File: src/ssf_pkg.sv
// Shared types and constants of the stepper/servo command follower.
// No dependencies; every design module of the block imports this package.
`timescale 1ns / 1ps

package ssf_pkg;

  localparam int unsigned POS_W       = 13;
  localparam int unsigned PULSE_W     = 13;
  localparam int unsigned POS_MAX     = 8191;
  localparam int unsigned BYTE_VALUES = 256;
  localparam int unsigned BYTE_FULL   = 255;

  localparam int unsigned SERVO_BASE        = 2000;
  localparam int unsigned SERVO_SPAN        = 2000;
  localparam int unsigned SERVO_FULL_DEG    = 180;
  localparam int unsigned SERVO_RESET_ANGLE = 90;

  localparam logic [3:0] COIL_OFF = 4'b0000;

  typedef enum logic [2:0] {
    KIND_TICK   = 3'd0,
    KIND_WSTART = 3'd1,
    KIND_WBYTE  = 3'd2,
    KIND_RBYTE  = 3'd3,
    KIND_SAMPLE = 3'd4
  } ssf_kind_e;

  // Decoded strobes of the transaction in the work stage.
  typedef struct packed {
    logic tick;
    logic wr_start;
    logic wr_byte;
    logic rd_byte;
    logic sample;
  } ssf_ctl_t;

  typedef struct packed {
    logic [2:0] kind;
    logic [7:0] data;
    logic [1:0] channel;
  } ssf_in_t;

  // Eight-phase half-step coil sequence.
  function automatic logic [3:0] coil_of(input logic [2:0] ph);
    logic [3:0] c;
    case (ph)
      3'd0:    c = 4'b0001;
      3'd1:    c = 4'b0011;
      3'd2:    c = 4'b0010;
      3'd3:    c = 4'b0110;
      3'd4:    c = 4'b0100;
      3'd5:    c = 4'b1100;
      3'd6:    c = 4'b1000;
      3'd7:    c = 4'b1001;
      default: c = COIL_OFF;
    endcase
    return c;
  endfunction

endpackage

File: src/ssf_if.sv
// Valid/ready channel interfaces of the command follower.
// Command channel into the block and response channel out of it.
`timescale 1ns / 1ps

interface ssf_cmd_if;
  logic       valid;
  logic       ready;
  logic [2:0] kind;
  logic [7:0] data;
  logic [1:0] channel;

  modport source (output valid, kind, data, channel, input ready);
  modport sink   (input valid, kind, data, channel, output ready);
endinterface

interface ssf_rsp_if;
  logic        valid;
  logic        ready;
  logic [3:0]  coil_pattern;
  logic [12:0] servo_pulse;
  logic [7:0]  read_data;
  logic        at_target;
  logic [12:0] position;

  modport source (output valid, coil_pattern, servo_pulse, read_data, at_target, position,
                  input ready);
  modport sink   (input valid, coil_pattern, servo_pulse, read_data, at_target, position,
                  output ready);
endinterface

File: src/ssf_cmd.sv
// Write-byte decoder: servo pulse and scaled target registers.
// Depends on ssf_pkg; scale tables are built at elaboration.
`timescale 1ns / 1ps

module ssf_cmd #(
  parameter int unsigned FULL_TURN_STEPS = 4096
) (
  input  logic                            clk_i,
  input  logic                            rst_ni,
  input  ssf_pkg::ssf_ctl_t               ctl_i,
  input  logic [7:0]                      data_i,
  output logic [ssf_pkg::POS_W-1:0]       target_o,
  output logic [ssf_pkg::PULSE_W-1:0]     pulse_o
);
  import ssf_pkg::*;

  localparam int unsigned PulseReset =
    SERVO_BASE + (SERVO_RESET_ANGLE * SERVO_SPAN) / SERVO_FULL_DEG;

  logic [POS_W-1:0]   tgt_tab   [BYTE_VALUES];
  logic [PULSE_W-1:0] pulse_tab [BYTE_VALUES];

  logic               phase_q, phase_d;
  logic [POS_W-1:0]   tgt_q, tgt_d;
  logic [PULSE_W-1:0] pulse_q, pulse_d;

  for (genvar gi = 0; gi < BYTE_VALUES; gi++) begin : g_tab
    localparam int unsigned TgtRaw = (gi * FULL_TURN_STEPS) / BYTE_FULL;
    localparam int unsigned TgtSat = (TgtRaw > POS_MAX) ? POS_MAX : TgtRaw;
    localparam int unsigned Pulse  = SERVO_BASE + (gi * SERVO_SPAN) / SERVO_FULL_DEG;
    assign tgt_tab[gi]   = POS_W'(TgtSat);
    assign pulse_tab[gi] = PULSE_W'(Pulse);
  end

  always_comb begin
    phase_d = phase_q;
    tgt_d   = tgt_q;
    pulse_d = pulse_q;
    if (ctl_i.wr_start) begin
      phase_d = 1'b0;
    end
    if (ctl_i.wr_byte) begin
      if (!phase_q) begin
        pulse_d = pulse_tab[data_i];
        phase_d = 1'b1;
      end else begin
        tgt_d   = tgt_tab[data_i];
        phase_d = 1'b0;
      end
    end
  end

  always_ff @(posedge clk_i or negedge rst_ni) begin
    if (!rst_ni) begin
      phase_q <= 1'b0;
      tgt_q   <= '0;
      pulse_q <= PULSE_W'(PulseReset);
    end else begin
      phase_q <= phase_d;
      tgt_q   <= tgt_d;
      pulse_q <= pulse_d;
    end
  end

  assign target_o = tgt_d;
  assign pulse_o  = pulse_d;

endmodule

File: src/ssf_motion.sv
// Half-step sequencer: position counter, phase index and coil drive.
// Depends on ssf_pkg for the coil sequence and widths.
`timescale 1ns / 1ps

module ssf_motion (
  input  logic                      clk_i,
  input  logic                      rst_ni,
  input  ssf_pkg::ssf_ctl_t         ctl_i,
  input  logic [ssf_pkg::POS_W-1:0] target_i,
  output logic [ssf_pkg::POS_W-1:0] pos_o,
  output logic [3:0]                coil_o
);
  import ssf_pkg::*;

  logic [POS_W-1:0] pos_q, pos_d;
  logic [2:0]       ph_q, ph_d;
  logic [3:0]       coil_q, coil_d;

  always_comb begin
    pos_d  = pos_q;
    ph_d   = ph_q;
    coil_d = coil_q;
    if (ctl_i.tick) begin
      if (pos_q < target_i) begin
        ph_d   = ph_q + 3'd1;
        coil_d = coil_of(ph_q + 3'd1);
        pos_d  = pos_q + POS_W'(1);
      end else if (pos_q > target_i) begin
        ph_d   = ph_q - 3'd1;
        coil_d = coil_of(ph_q - 3'd1);
        pos_d  = pos_q - POS_W'(1);
      end else begin
        coil_d = COIL_OFF;
      end
    end
  end

  always_ff @(posedge clk_i or negedge rst_ni) begin
    if (!rst_ni) begin
      pos_q  <= '0;
      ph_q   <= '0;
      coil_q <= COIL_OFF;
    end else begin
      pos_q  <= pos_d;
      ph_q   <= ph_d;
      coil_q <= coil_d;
    end
  end

  assign pos_o  = pos_d;
  assign coil_o = coil_d;

`ifndef SYNTHESIS
  a_pos_single_step: assert property (@(posedge clk_i) disable iff (!rst_ni)
    ##1 (pos_q == $past(pos_q) || pos_q == $past(pos_q) + POS_W'(1) ||
         pos_q == $past(pos_q) - POS_W'(1)))
    else $error("position moved by more than one step");

  a_move_drives_coils: assert property (@(posedge clk_i) disable iff (!rst_ni)
    ##1 (pos_q != $past(pos_q)) |-> (coil_q != COIL_OFF && $countones(coil_q) <= 2))
    else $error("step taken without a valid coil pattern");
`endif

endmodule

File: src/ssf_light.sv
// Light sample store with round-robin read pointer.
// Depends on ssf_pkg for the control strobes.
`timescale 1ns / 1ps

module ssf_light #(
  parameter int unsigned LIGHT_CHANNELS = 4
) (
  input  logic              clk_i,
  input  logic              rst_ni,
  input  ssf_pkg::ssf_ctl_t ctl_i,
  input  logic [1:0]        channel_i,
  input  logic [7:0]        data_i,
  output logic [7:0]        rd_data_o
);
  import ssf_pkg::*;

  localparam int unsigned PtrW = (LIGHT_CHANNELS > 1) ? $clog2(LIGHT_CHANNELS) : 1;

  logic [7:0]      store_q [LIGHT_CHANNELS];
  logic [PtrW-1:0] ptr_q, ptr_d;

  for (genvar gi = 0; gi < LIGHT_CHANNELS; gi++) begin : g_store
    always_ff @(posedge clk_i or negedge rst_ni) begin
      if (!rst_ni) begin
        store_q[gi] <= '0;
      end else if (ctl_i.sample && (32'(channel_i) == gi)) begin
        store_q[gi] <= data_i;
      end
    end
  end

  always_comb begin
    ptr_d = ptr_q;
    if (ctl_i.rd_byte) begin
      ptr_d = (ptr_q == PtrW'(LIGHT_CHANNELS - 1)) ? '0 : ptr_q + PtrW'(1);
    end
  end

  always_ff @(posedge clk_i or negedge rst_ni) begin
    if (!rst_ni) begin
      ptr_q <= '0;
    end else begin
      ptr_q <= ptr_d;
    end
  end

  assign rd_data_o = ctl_i.rd_byte ? store_q[ptr_q] : 8'd0;

`ifndef SYNTHESIS
  a_ptr_in_range: assert property (@(posedge clk_i) disable iff (!rst_ni)
    32'(ptr_q) < LIGHT_CHANNELS)
    else $error("read pointer beyond last light channel");
`endif

endmodule

File: src/stepper_servo_command_follower_top.sv
// Stepper/servo command follower, top level. Uses ssf_pkg, ssf_if, ssf_cmd, ssf_motion, ssf_light.
// A command passes the input register, the single work stage and the result register in order.
// Throughput: one transaction per cycle unless the sink stalls; set by the single work stage.
// An input register keeps taking one more transaction while a response waits on a stalled sink.
// Reset (rst_ni low, asynchronous): stepper at step 0 with target 0, coils off, servo angle 90,
//   light samples and read pointer zero, both pipeline registers empty.
`timescale 1ns / 1ps

module stepper_servo_command_follower_top #(
  parameter int unsigned FULL_TURN_STEPS = 4096,
  parameter int unsigned LIGHT_CHANNELS  = 4
) (
  input  logic     clk_i,
  input  logic     rst_ni,
  ssf_cmd_if.sink  cmd_i,
  ssf_rsp_if.source rsp_o
);
  import ssf_pkg::*;

  // Input register: holds one accepted command transaction.
  logic     in_vld_q, in_vld_d;
  ssf_in_t  in_q;

  // Result register.
  logic               out_vld_q, out_vld_d;
  logic [3:0]         coil_q;
  logic [PULSE_W-1:0] pulse_q;
  logic [7:0]         rdata_q;
  logic               at_tgt_q;
  logic [POS_W-1:0]   pos_q;

  logic     advance;   // result register can take a new response
  logic     work;      // the held command is executed this cycle
  logic     cmd_acc;
  ssf_ctl_t ctl;

  logic [POS_W-1:0]   tgt_next;
  logic [PULSE_W-1:0] pulse_next;
  logic [POS_W-1:0]   pos_next;
  logic [3:0]         coil_next;
  logic [7:0]         rdata_next;

  assign advance     = !out_vld_q || rsp_o.ready;
  assign work        = in_vld_q && advance;
  assign cmd_i.ready = !in_vld_q || advance;
  assign cmd_acc     = cmd_i.valid && cmd_i.ready;

  // Capture a new transaction, or drop the slot once its command has executed.
  always_comb begin
    in_vld_d = in_vld_q;
    if (cmd_acc) begin
      in_vld_d = 1'b1;
    end else if (work) begin
      in_vld_d = 1'b0;
    end
  end

  always_ff @(posedge clk_i or negedge rst_ni) begin
    if (!rst_ni) begin
      in_vld_q <= 1'b0;
    end else begin
      in_vld_q <= in_vld_d;
    end
  end

  always_ff @(posedge clk_i) begin
    if (cmd_acc) begin
      in_q <= '{kind: cmd_i.kind, data: cmd_i.data, channel: cmd_i.channel};
    end
  end

  // Decode the held command into strobes; everything is quiet unless it executes.
  always_comb begin
    ctl = '0;
    if (work) begin
      case (ssf_kind_e'(in_q.kind))
        KIND_TICK:   ctl.tick     = 1'b1;
        KIND_WSTART: ctl.wr_start = 1'b1;
        KIND_WBYTE:  ctl.wr_byte  = 1'b1;
        KIND_RBYTE:  ctl.rd_byte  = 1'b1;
        KIND_SAMPLE: ctl.sample   = 1'b1;
        default:     ctl          = '0;   // unused kinds still answer, change nothing
      endcase
    end
  end

  ssf_cmd #(
    .FULL_TURN_STEPS(FULL_TURN_STEPS)
  ) u_cmd (
    .clk_i    (clk_i),
    .rst_ni   (rst_ni),
    .ctl_i    (ctl),
    .data_i   (in_q.data),
    .target_o (tgt_next),
    .pulse_o  (pulse_next)
  );

  ssf_motion u_motion (
    .clk_i    (clk_i),
    .rst_ni   (rst_ni),
    .ctl_i    (ctl),
    .target_i (tgt_next),
    .pos_o    (pos_next),
    .coil_o   (coil_next)
  );

  ssf_light #(
    .LIGHT_CHANNELS(LIGHT_CHANNELS)
  ) u_light (
    .clk_i     (clk_i),
    .rst_ni    (rst_ni),
    .ctl_i     (ctl),
    .channel_i (in_q.channel),
    .data_i    (in_q.data),
    .rd_data_o (rdata_next)
  );

  // Load a response when a command executes; clear valid once the sink takes it.
  always_comb begin
    out_vld_d = out_vld_q;
    if (work) begin
      out_vld_d = 1'b1;
    end else if (rsp_o.ready) begin
      out_vld_d = 1'b0;
    end
  end

  always_ff @(posedge clk_i or negedge rst_ni) begin
    if (!rst_ni) begin
      out_vld_q <= 1'b0;
    end else begin
      out_vld_q <= out_vld_d;
    end
  end

  // Response fields reflect state after the update.
  always_ff @(posedge clk_i) begin
    if (work) begin
      coil_q   <= coil_next;
      pulse_q  <= pulse_next;
      rdata_q  <= rdata_next;
      at_tgt_q <= (pos_next == tgt_next);
      pos_q    <= pos_next;
    end
  end

  assign rsp_o.valid        = out_vld_q;
  assign rsp_o.coil_pattern = coil_q;
  assign rsp_o.servo_pulse  = pulse_q;
  assign rsp_o.read_data    = rdata_q;
  assign rsp_o.at_target    = at_tgt_q;
  assign rsp_o.position     = pos_q;

`ifndef SYNTHESIS
  a_held_cmd_kept: assert property (@(posedge clk_i) disable iff (!rst_ni)
    (in_vld_q && !advance) |=> in_vld_q)
    else $error("held command lost while response stalled");

  a_work_gives_rsp: assert property (@(posedge clk_i) disable iff (!rst_ni)
    work |=> out_vld_q)
    else $error("executed command produced no response");
`endif

endmodule
File: src/flat_wrapper.sv
// flat-port wrapper written by rule: the top's interface ports become plain ports
module stepper_servo_command_follower_top_flat import ssf_pkg::*;
#(
  parameter int unsigned FULL_TURN_STEPS = 4096,
  parameter int unsigned LIGHT_CHANNELS  = 4
)
  (clk_i, rst_ni, cmd_i_valid, cmd_i_kind, cmd_i_data, cmd_i_channel, cmd_i_ready, rsp_o_valid, rsp_o_coil_pattern, rsp_o_servo_pulse, rsp_o_read_data, rsp_o_at_target, rsp_o_position, rsp_o_ready);
  ssf_cmd_if cmd_i_i ();
  ssf_rsp_if rsp_o_i ();
  input  logic clk_i;
  input  logic rst_ni;
  input wire logic [$bits(cmd_i_i.valid)-1:0] cmd_i_valid;
  input wire logic [$bits(cmd_i_i.kind)-1:0] cmd_i_kind;
  input wire logic [$bits(cmd_i_i.data)-1:0] cmd_i_data;
  input wire logic [$bits(cmd_i_i.channel)-1:0] cmd_i_channel;
  output wire logic [$bits(cmd_i_i.ready)-1:0] cmd_i_ready;
  output wire logic [$bits(rsp_o_i.valid)-1:0] rsp_o_valid;
  output wire logic [$bits(rsp_o_i.coil_pattern)-1:0] rsp_o_coil_pattern;
  output wire logic [$bits(rsp_o_i.servo_pulse)-1:0] rsp_o_servo_pulse;
  output wire logic [$bits(rsp_o_i.read_data)-1:0] rsp_o_read_data;
  output wire logic [$bits(rsp_o_i.at_target)-1:0] rsp_o_at_target;
  output wire logic [$bits(rsp_o_i.position)-1:0] rsp_o_position;
  input wire logic [$bits(rsp_o_i.ready)-1:0] rsp_o_ready;
  assign cmd_i_i.valid = cmd_i_valid;
  assign cmd_i_i.kind = cmd_i_kind;
  assign cmd_i_i.data = cmd_i_data;
  assign cmd_i_i.channel = cmd_i_channel;
  assign cmd_i_ready = cmd_i_i.ready;
  assign rsp_o_valid = rsp_o_i.valid;
  assign rsp_o_coil_pattern = rsp_o_i.coil_pattern;
  assign rsp_o_servo_pulse = rsp_o_i.servo_pulse;
  assign rsp_o_read_data = rsp_o_i.read_data;
  assign rsp_o_at_target = rsp_o_i.at_target;
  assign rsp_o_position = rsp_o_i.position;
  assign rsp_o_i.ready = rsp_o_ready;
  stepper_servo_command_follower_top #(.FULL_TURN_STEPS(FULL_TURN_STEPS), .LIGHT_CHANNELS(LIGHT_CHANNELS)) u_core (.clk_i(clk_i), .rst_ni(rst_ni), .cmd_i(cmd_i_i), .rsp_o(rsp_o_i));
endmodule
File: config.mk
export PLATFORM = sky130hd
export DESIGN_NAME = stepper_servo_command_follower_top_flat
export DESIGN_NICKNAME = d
export VERILOG_FILES = /design/src/ssf_pkg.sv /design/src/ssf_if.sv /design/src/ssf_cmd.sv /design/src/ssf_motion.sv /design/src/ssf_light.sv /design/src/stepper_servo_command_follower_top.sv /design/src/flat_wrapper.sv
export SDC_FILE = /design/constraint.sdc
export NUM_CORES = 1
export LEC_CHECK = 0
export BUFFER_PORTS_ARGS = -buffer_cell sky130_fd_sc_hd__buf_2
export CAP_MARGIN = 20
export CORE_MARGIN = 3
export CORE_UTILIZATION = 50
export CTS_BUF_LIST = sky130_fd_sc_hd__clkbuf_2 sky130_fd_sc_hd__clkbuf_4 sky130_fd_sc_hd__clkbuf_8
export CTS_CLUSTER_SIZE = 16
export DETAILED_ROUTE_END_ITERATION = 7
export PLACE_DENSITY = 0.68
export SLEW_MARGIN = 20
export SYNTH_ARGS = -nofsm -noshare
export SYNTH_HDL_FRONTEND = slang
export SYNTH_SLANG_ARGS = --single-unit
File: constraint.sdc
create_clock -name clk_i -period 7.5 [get_ports clk_i]
set_clock_uncertainty 0.15 [all_clocks]
set_input_delay 0.375 -clock clk_i [delete_from_list [all_inputs] [get_ports clk_i]]
set_output_delay 0.375 -clock clk_i [all_outputs]
set_load 0.01 [all_outputs]
==> summary.md, run 1 <==
| Metric | Value |
|---|---|
| Outcome | `finished, final reports clean` |
| Initial Util | `slightly above 50%` |
| Core area | `between 15000 and 20000 um^2` |
| CTS tree | `built` |
| Max cap viols | `0` |
| Vias | `7352` |
| WP data arrival | `between 5000 and 6000 ps` |
| Hold crit path type | `primary input to register` |
| GRT Overall Usage | `23.9%` |
| Crit share post-route | `78.2%` |
| Post-synthesis async set-or-reset flop share | `a little over 60%` |
| Syn-to-layout area delta | `11.0%` |
| H-tree Lvls | `4` |
| Max-slew violations | `0` |
| Tot Pwr | `roughly 2.6 mW` |
| Vias/cell | `6.10` |
| Post-synthesis average cell area | `~9.6 um^2` |
| Non-filler cells, final | `~1200` |
| # clock sinks | `roughly 140` |
| Critical path's largest stage delay | `about 920 ps` |
| Leak Pwr | `4.00 nW` |
| Cell Chain, Critical Path | `clkinv_1 -> nor3_1 -> mux2i_1 -> o21ai_0 -> inv_1 -> ha_1 -> inv_1 -> nor4_1 -> o21ai_1 -> a21oi_2 -> nor2_1 -> o31ai_1 -> xnor2_1 -> nor2_1 -> or4b_1 -> nor4b_2` |
| Post-Syn Instances | `~930` |
| Post-synthesis register bit count | `135` |
| Slew HR | `35.6%` |
| Setup TNS | `0 ps` |
| Critical path buffer and inverter count | `3` |
| Critical path required time | `about 7600 ps` |
| Post-route minimum period | `5870 ps` |
| DIE WIDTH | `roughly 140 um` |
| Post-synthesis cell area | `8890 um^2` |
| Clock Latency Late Sink | `450 ps` |
| Slowest CP cell | `edfxtp_1` |
| Power density over cell area | `268 nW/um^2` |
| Top Family by Delay on Critical Path | `simple AND/OR/NAND/NOR gates` |
| Routability cong. | `around 0.98` |
| Clock buffer count from CTS | `17` |
| Mapped Nets | `approximately 980` |
| Final ANT Viol Nets | `0` |
| Multi-input gate area | `around 4800 um^2` |
| Vias in the first global route | `~7000` |
| Initial antenna violation count | `0` |
| VDD IR-drop max | `about 0.17 mV` |
| Critical Path Start Type | `register` |
| Root Buffer Master | `clkbuf_8` |
| Yosys top cell by area | `dfrtp_1` |
| Ports | `58` |
| Largest cells by area after synthesis | `dfrtp_1 (21%), edfxtp_1 (18%), mux4_2 (6.8%)` |
| Ys flop type | `dfrtp_1` |
| RSZ-0062 raised after global routing | `no` |
| Hold Buf Count CTS | `15` |
| Detailed placement HPWL | `15600 um` |
| Critical Path End Type | `register` |
| Clk buf depth | `2` |
| Placed insts | `about 1200` |
| Maximum number of pins on one net before global-route repair | `92` |
| First-pass detailed-route iteration total | `6` |
| Initial drt markers | `829` |
| Die height | `roughly 140 um` |
| Post-CTS setup repair buffer count | `0` |
| Final Hold Fails | `0` |
| GR Overflow Total | `0` |
| First-pass GRT wire length | `37600 um` |
| Crit Path Class | `register to register` |
| Number of flops mapped to enable cells by yosys | `52` |
| Layout cells sized above 1 | `between 20 and 25%` |
| Synth cell types | `between 70 and 80` |
| Fmax | `about 0.17 GHz` |
| DRC | `0` |
| Sequential share of the synthesized area | `between 40% and 50%` |
| Max FO, Critical Path | `25` |
| Clock Pin Slew Worst Setup and Hold Paths | `about 80 ps` |
| Syn. warnings | `0` |
| Register area | `~3600 um^2` |
| Final Net Count | `roughly 1000` |
| Num rows | `48` |
| Routed WL | `~23000 um` |
| Post-cts resize count | `0` |
| Worst Tran Pin Value | `963 ps` |
| Filler cells | `approximately 1600` |
| Die Area | `19400 um^2` |
| WL/cell | `roughly 19 um` |
| Port bufs | `57` |
| Share of the synthesized area in the top cell type | `a little over a fifth` |
| Final setup violation count | `0` |
## layout by cell type, fill, tap and decap left out, drive strengths merged, types with 30 or more instances in the layout
master	count
nand2	97
nor2	83
o21ai	83
a21oi	77
dfrtp	76
buf	74
edfxtp	52
inv	36
mux2	32
ha	30
## final cells by class
cell class | instances | area share (%)
clock buffer | 18 | 2.45
multi-input combinational | 689 | 48.9
clock inverter | 14 | 1.74
tap | 225 | 2.85
sequential | 135 | 37.0
timing repair buffer | 89 | 5.73
inverter | 34 | 1.32
antenna | 1 | 0.0254
## flip-flops by register name (all words and copies together), names as in the netlist
register and flops:
u_core.u_light.store_q 32, u_core.u_cmd.phase_q 1, u_core.u_cmd.pulse_q 13, u_core.u_motion.ph_q 3, u_core.rsp_o.servo_pulse 13, u_core.rsp_o.read_data 8, u_core.rsp_o.coil_pattern 4, u_core.u_motion.coil_q 4
u_core.u_light.ptr_q 2, u_core.u_cmd.tgt_q 13, u_core.rsp_o.at_target 1, u_core.rsp_o.position 13, u_core.rsp_o.valid 1, u_core.in_vld_q 1, u_core.in_q 13, u_core.u_motion.pos_q 13
## tightest hold or removal path, delay by kind of cell
family / cells / cell delay [ps]
buffers and inverters: 1 / 70
and+or+nand+nor: 3 / 270
## power breakdown
group	switching [mW]	internal, mW
Clock	0.296	0.335
Sequential	0.123	0.981
Combinational	0.512	0.395
## Yosys cell counts (20+ instances only)
cell type / count
mux2i_1: 20
nand2_1: 96
mux2_2: 32
nor2_1: 83
inv_1: 29
edfxtp_1: 52
dfrtp_1: 76
o21ai_0: 82
ha_1: 30
mux4_2: 27
xnor2_1: 23
nor3_1: 22
clkbuf_1: 58
a21oi_1: 74
## per-layer routing
layer  vias to the layer above  GRT usage, %  share of wire [%]
li1                       3507             -                  -
met1                      3464          33.9                 45
met2                       340          36.9                 46
met3                        41          5.33                7.7
met4                         0          7.67                2.0
met5                         -             0                  0
## path summary, 6_finish.rpt
check                           slack [ps]                          startpoint  cells past startpoint                                endpoint
worst max-delay path                  1630            u_core.in_q[9]$_DFFE_PP_                     16        u_core.rsp_o.at_target$_DFFE_PP_
worst min-delay path                   160                         rsp_o_ready                      4             u_core.in_vld_q$_DFFE_PN0P_
worst max register to register        1630            u_core.in_q[9]$_DFFE_PP_                     16        u_core.rsp_o.at_target$_DFFE_PP_
worst min register to register         330  u_core.u_cmd.pulse_q[12]$_DFF_PN0_                      2      u_core.u_cmd.pulse_q[12]$_DFF_PN0_
max in group asynchronous             5930                              rst_ni                      3      u_core.u_motion.pos_q[0]$_DFF_PN0_
min in group asynchronous              250                              rst_ni                      2  u_core.u_light.store_q[29]$_DFFE_PN0P_
## kinds of logic (layout without fill, tap and decap cells)
family,after synthesis,after routing,synth area share [%]
compound gates,261,261,18.3
mux,80,80,13.4
buf+inv,107,155,4.74
xor+xnor,30,30,3.17
flops,135,135,41.0
other cells,0,1,0
fa+ha+maj,31,31,4.33
simple gates,287,287,15.0
## stage by stage
step	instance area, um^2	hold slack [ps]	util [%]	worst slack [ps]
after floorplan	8890	-70.6	-	2770
after CTS	9870	112	56.9	1700
after global routing	9870	168	56.9	1070
after global placement	9310	204	53.6	1940
final	9870	158	56.9	1630
after detailed placement	9310	202	53.6	1760
(Power assumes the default switching activity.)
==> inputs of run 2 (changes only) <==
--- a/config.mk
+++ b/config.mk
@@ -12,7 +12,7 @@
 export CTS_BUF_LIST = sky130_fd_sc_hd__clkbuf_2 sky130_fd_sc_hd__clkbuf_4 sky130_fd_sc_hd__clkbuf_8
 export CTS_CLUSTER_SIZE = 16
 export DETAILED_ROUTE_END_ITERATION = 7
-export PLACE_DENSITY = 0.68
+export PLACE_DENSITY = 0.7
 export SLEW_MARGIN = 20
 export SYNTH_ARGS = -nofsm -noshare
 export SYNTH_HDL_FRONTEND = slang
==> constraint.sdc (replaced) <==
create_clock -name clk_i -period 5 [get_ports clk_i]
set_clock_uncertainty 0.15 [all_clocks]
set_input_delay 0.25 -clock clk_i [delete_from_list [all_inputs] [get_ports clk_i]]
set_output_delay 0.25 -clock clk_i [all_outputs]
set_load 0.01 [all_outputs]
==> run 2 against run 1 <==
Against the previous run: worst setup slack worse by 1500 ps; maximum frequency up 22%; final area up 2.2%; global-route usage down 0.66 points; sequential power up 50%; via count up 2.4%; combinational power up 53%; critical endpoint unchanged; largest cell class unchanged; largest power group unchanged; highest routed layer unchanged.
==> summary.md, run 2 (same netlist as run 1, synthesis figures left out) <==
| Metric | Value |
|---|---|
| Initial Util | `51.2% (unchanged)` |
| Part of the power in combinational logic | `34.2% (was 34.3%)` |
| Critical path's largest stage delay | `500 ps (was 920 ps)` |
| Clk buf depth | `2 (unchanged)` |
| Clock buffer count from CTS | `17 (unchanged)` |
| Met3 Track Usage GR | `4.60% (was 5.33%)` |
| Vias in the first global route | `7056 (was 7013)` |
| Most used cell, CP | `nor2_1` |
| Clock Latency Late Sink | `450 ps (about the same)` |
| Critical Path Start Type | `register (unchanged)` |
| Max reg flops | `32 (unchanged)` |
| Die Area | `19400 um^2 (unchanged)` |
| Clock Pin Slew Worst Setup and Hold Paths | `80 ps (about the same)` |
| First-pass GRT wire length | `37000 um (was 37600 um)` |
| Worst Tran Pin Value | `959 ps (was 963 ps)` |
| Initial drt markers | `871 (was 829)` |
| Inserted Diodes | `0 (was 1)` |
| Maximum number of pins on one net before global-route repair | `110 (was 92)` |
| Seq pwr share | `40.5% (was 41.8%)` |
| Filler cells | `1548 (was 1553)` |
| VDD IR-drop max | `0.279 mV (was 0.172 mV)` |
| Ports | `58 (unchanged)` |
| Port bufs | `57 (unchanged)` |
| Final Hold Slack | `30.2 ps (was 158 ps)` |
| Critical path required time | `5140 ps (was 7630 ps)` |
| Routed WL | `22700 um (was 22500 um)` |
| Crit share post-route | `96.5% (was 78.2%)` |
| Multi-input gate area | `4870 um^2 (was 4830 um^2)` |
| Leading cell type in the layout, fill and taps excluded | `nand2_1 (unchanged)` |
| Tot Pwr | `4.07 mW (was 2.64 mW)` |
| GR met1 Demand/Resource | `33.0% (was 33.9%)` |
| GR Overflow Total | `0 (unchanged)` |
| Final Hold Fails | `0 (unchanged)` |
| Initial antenna violation count | `0 (unchanged)` |
| CTS tree | `built (unchanged)` |
| Vias | `7531 (was 7352)` |
| Detailed placement HPWL | `15500 um (was 15600 um)` |
| Max-slew violations | `0 (unchanged)` |
| Max cap viols | `0 (unchanged)` |
| Max FO, Critical Path | `10 (was 25)` |
| Most frequent cells in the layout | `nand2_1 (96), nor2_1 (83), o21ai_0 (81) (was nand2_1 (96), nor2_1 (83), o21ai_0 (82))` |
| Critical Path End Type | `register (unchanged)` |
| Slowest CP cell | `or3_4 (was edfxtp_1)` |
| Outcome | `finished, final reports clean (unchanged)` |
| DRC | `0 (unchanged)` |
| Register area | `3650 um^2 (unchanged)` |
| Switching part of the total | `35.1% (was 35.2%)` |
| Final setup violation count | `0 (unchanged)` |
| GRT Max-Usage Layer | `met2 (unchanged)` |
| H-tree Lvls | `4 (unchanged)` |
| Slew HR | `36.1% (was 35.6%)` |
| Final Net Count | `1032 (was 1013)` |
| Post-route minimum period | `4830 ps (was 5870 ps)` |
| Cell Chain, Critical Path | `nand3b_1 -> or3_4 -> a311oi_2 -> a21oi_1 -> ha_1 -> nand3_1 -> nor4_2 -> buf_4 -> o21ai_1 -> a21oi_2 -> nor2_1 -> o31ai_2 -> xnor2_1 -> nor2_1 -> or4b_1 -> nor4b_2 (was clkinv_1 -> nor3_1 -> mux2i_1 -> o21ai_0 -> inv_1 -> ha_1 -> inv_1 -> nor4_1 -> o21ai_1 -> a21oi_2 -> nor2_1 -> o31ai_1 -> xnor2_1 -> nor2_1 -> or4b_1 -> nor4b_2)` |
| Core area | `17400 um^2 (unchanged)` |
| Fmax | `0.207 GHz (was 0.170 GHz)` |
| Final ANT Viol Nets | `0 (unchanged)` |
| DIE WIDTH | `139 um (unchanged)` |
| GRT Overall Usage | `23.3% (was 23.9%)` |
| Most flop-heavy register | `u_core.u_light.store_q (unchanged)` |
| Power density over cell area | `404 nW/um^2 (was 268 nW/um^2)` |
| # clock sinks | `135 (unchanged)` |
| Internal | `2.64 mW (was 1.71 mW)` |
| Crit Path Class | `register to register (unchanged)` |
| Syn-to-layout area delta | `13.4% (was 11.0%)` |
| Die height | `139 um (unchanged)` |
| Layout cells sized above 1 | `22.2% (was 20.0%)` |
| Leak Pwr | `4.11 nW (was 4.00 nW)` |
| Routability cong. | `0.947 (was 0.983)` |
| Routing usage on met2 | `36.6% (was 36.9%)` |
| Num rows | `48 (unchanged)` |
| Hold crit path type | `primary input to register (unchanged)` |
| WP data arrival | `4960 ps (was 5990 ps)` |
| Top Family by Delay on Critical Path | `simple AND/OR/NAND/NOR gates (unchanged)` |
| WL/cell | `18.6 um (was 18.7 um)` |
| Clock share of power | `25.2% (was 23.9%)` |
| Critical path buffer and inverter count | `1 (was 3)` |
| Root Buffer Master | `clkbuf_8 (unchanged)` |
| NetSw | `1.43 mW (was 931 uW)` |
| First-pass detailed-route iteration total | `5 (was 6)` |
| Vias/cell | `6.16 (was 6.10)` |
## run 2: cell types whose count changed in the layout (fill, tap and decap cells not counted), moves of 2 or more
cell,before,now
buf_4,18,35
inv_4,1,3
inv_8,0,2
clkinv_2,2,0
## run 2: stage by stage
stage | std cells | utilization (%) | setup WS (ps) | setup TNS [ps] | area, um^2
after floorplan | 931 | - | 266 | 0 | 8890
after global placement | 1170 | 54.2 | 323 | 0 | 9400
after detailed placement | 1170 | 54.2 | 151 | 0 | 9400
after CTS | 1218 | 57.7 | 143 | 0 | 10000
after global routing | 1223 | 58.1 | -49.1 | -49.1 | 10100
final | 1223 | 58.1 | 175 | 0 | 10100
## run 2: repair_timing
item | CTS | global route
buffers inserted | 0 | 4
hold buffers | 16 | 0
endpoints found under the hold margin | 23 | 0
resized for setup | 0 | 8
endpoints found under the setup margin | 0 | 1
## run 2: worst min-delay path, stage by stage
cell,delay (ps)
buf_2,80
nor2b_2,80
nand2_1,120
nand2b_1,60
## run 2: final timing paths
check	start	endpoint	slack [ps]	cells past startpoint
worst max register to register	u_core.in_q[10]$_DFFE_PP_	u_core.rsp_o.at_target$_DFFE_PP_	170	16
max in group asynchronous	rst_ni	u_core.u_motion.pos_q[4]$_DFF_PN0_	3580	3
min in group asynchronous	rst_ni	u_core.u_cmd.pulse_q[5]$_DFF_PN1_	160	2
worst max-delay path	u_core.in_q[10]$_DFFE_PP_	u_core.rsp_o.at_target$_DFFE_PP_	170	16
worst min-delay path	rsp_o_ready	u_core.in_vld_q$_DFFE_PN0P_	30	4
worst min register to register	u_core.u_light.store_q[23]$_DFFE_PN0P_	u_core.u_light.store_q[23]$_DFFE_PN0P_	350	2
## run 2: power by group through the flow
stage / combinational (mW) / clock, mW / sequential [mW]
2_1_floorplan: 1.04 / 0 / 1.61
3_3_place_gp: 1.34 / 0 / 1.67
3_5_place_dp: 1.35 / 0 / 1.67
4_1_cts: 1.37 / 1.05 / 1.65
5_1_grt: 1.54 / 1.10 / 1.68
6_report: 1.39 / 1.03 / 1.65
## run 2: final cells by class
cell class                      instances  area share [%]
Tap cell                              225            2.79
Timing Repair Buffer                  107            6.97
Inverter                               34            1.29
Clock inverter                         15            2.13
Clock buffer                           17            2.32
Multi-Input combinational cell        690            48.3
Sequential cell                       135            36.2
## run 2: per-layer routing
metal	up-vias	share of wire (%)	wire length, um
met4	0	2.3	514
met3	44	7.3	1670
li1	3553	-	-
met2	339	47	10600
met1	3595	44	9920
met5	-	0	0
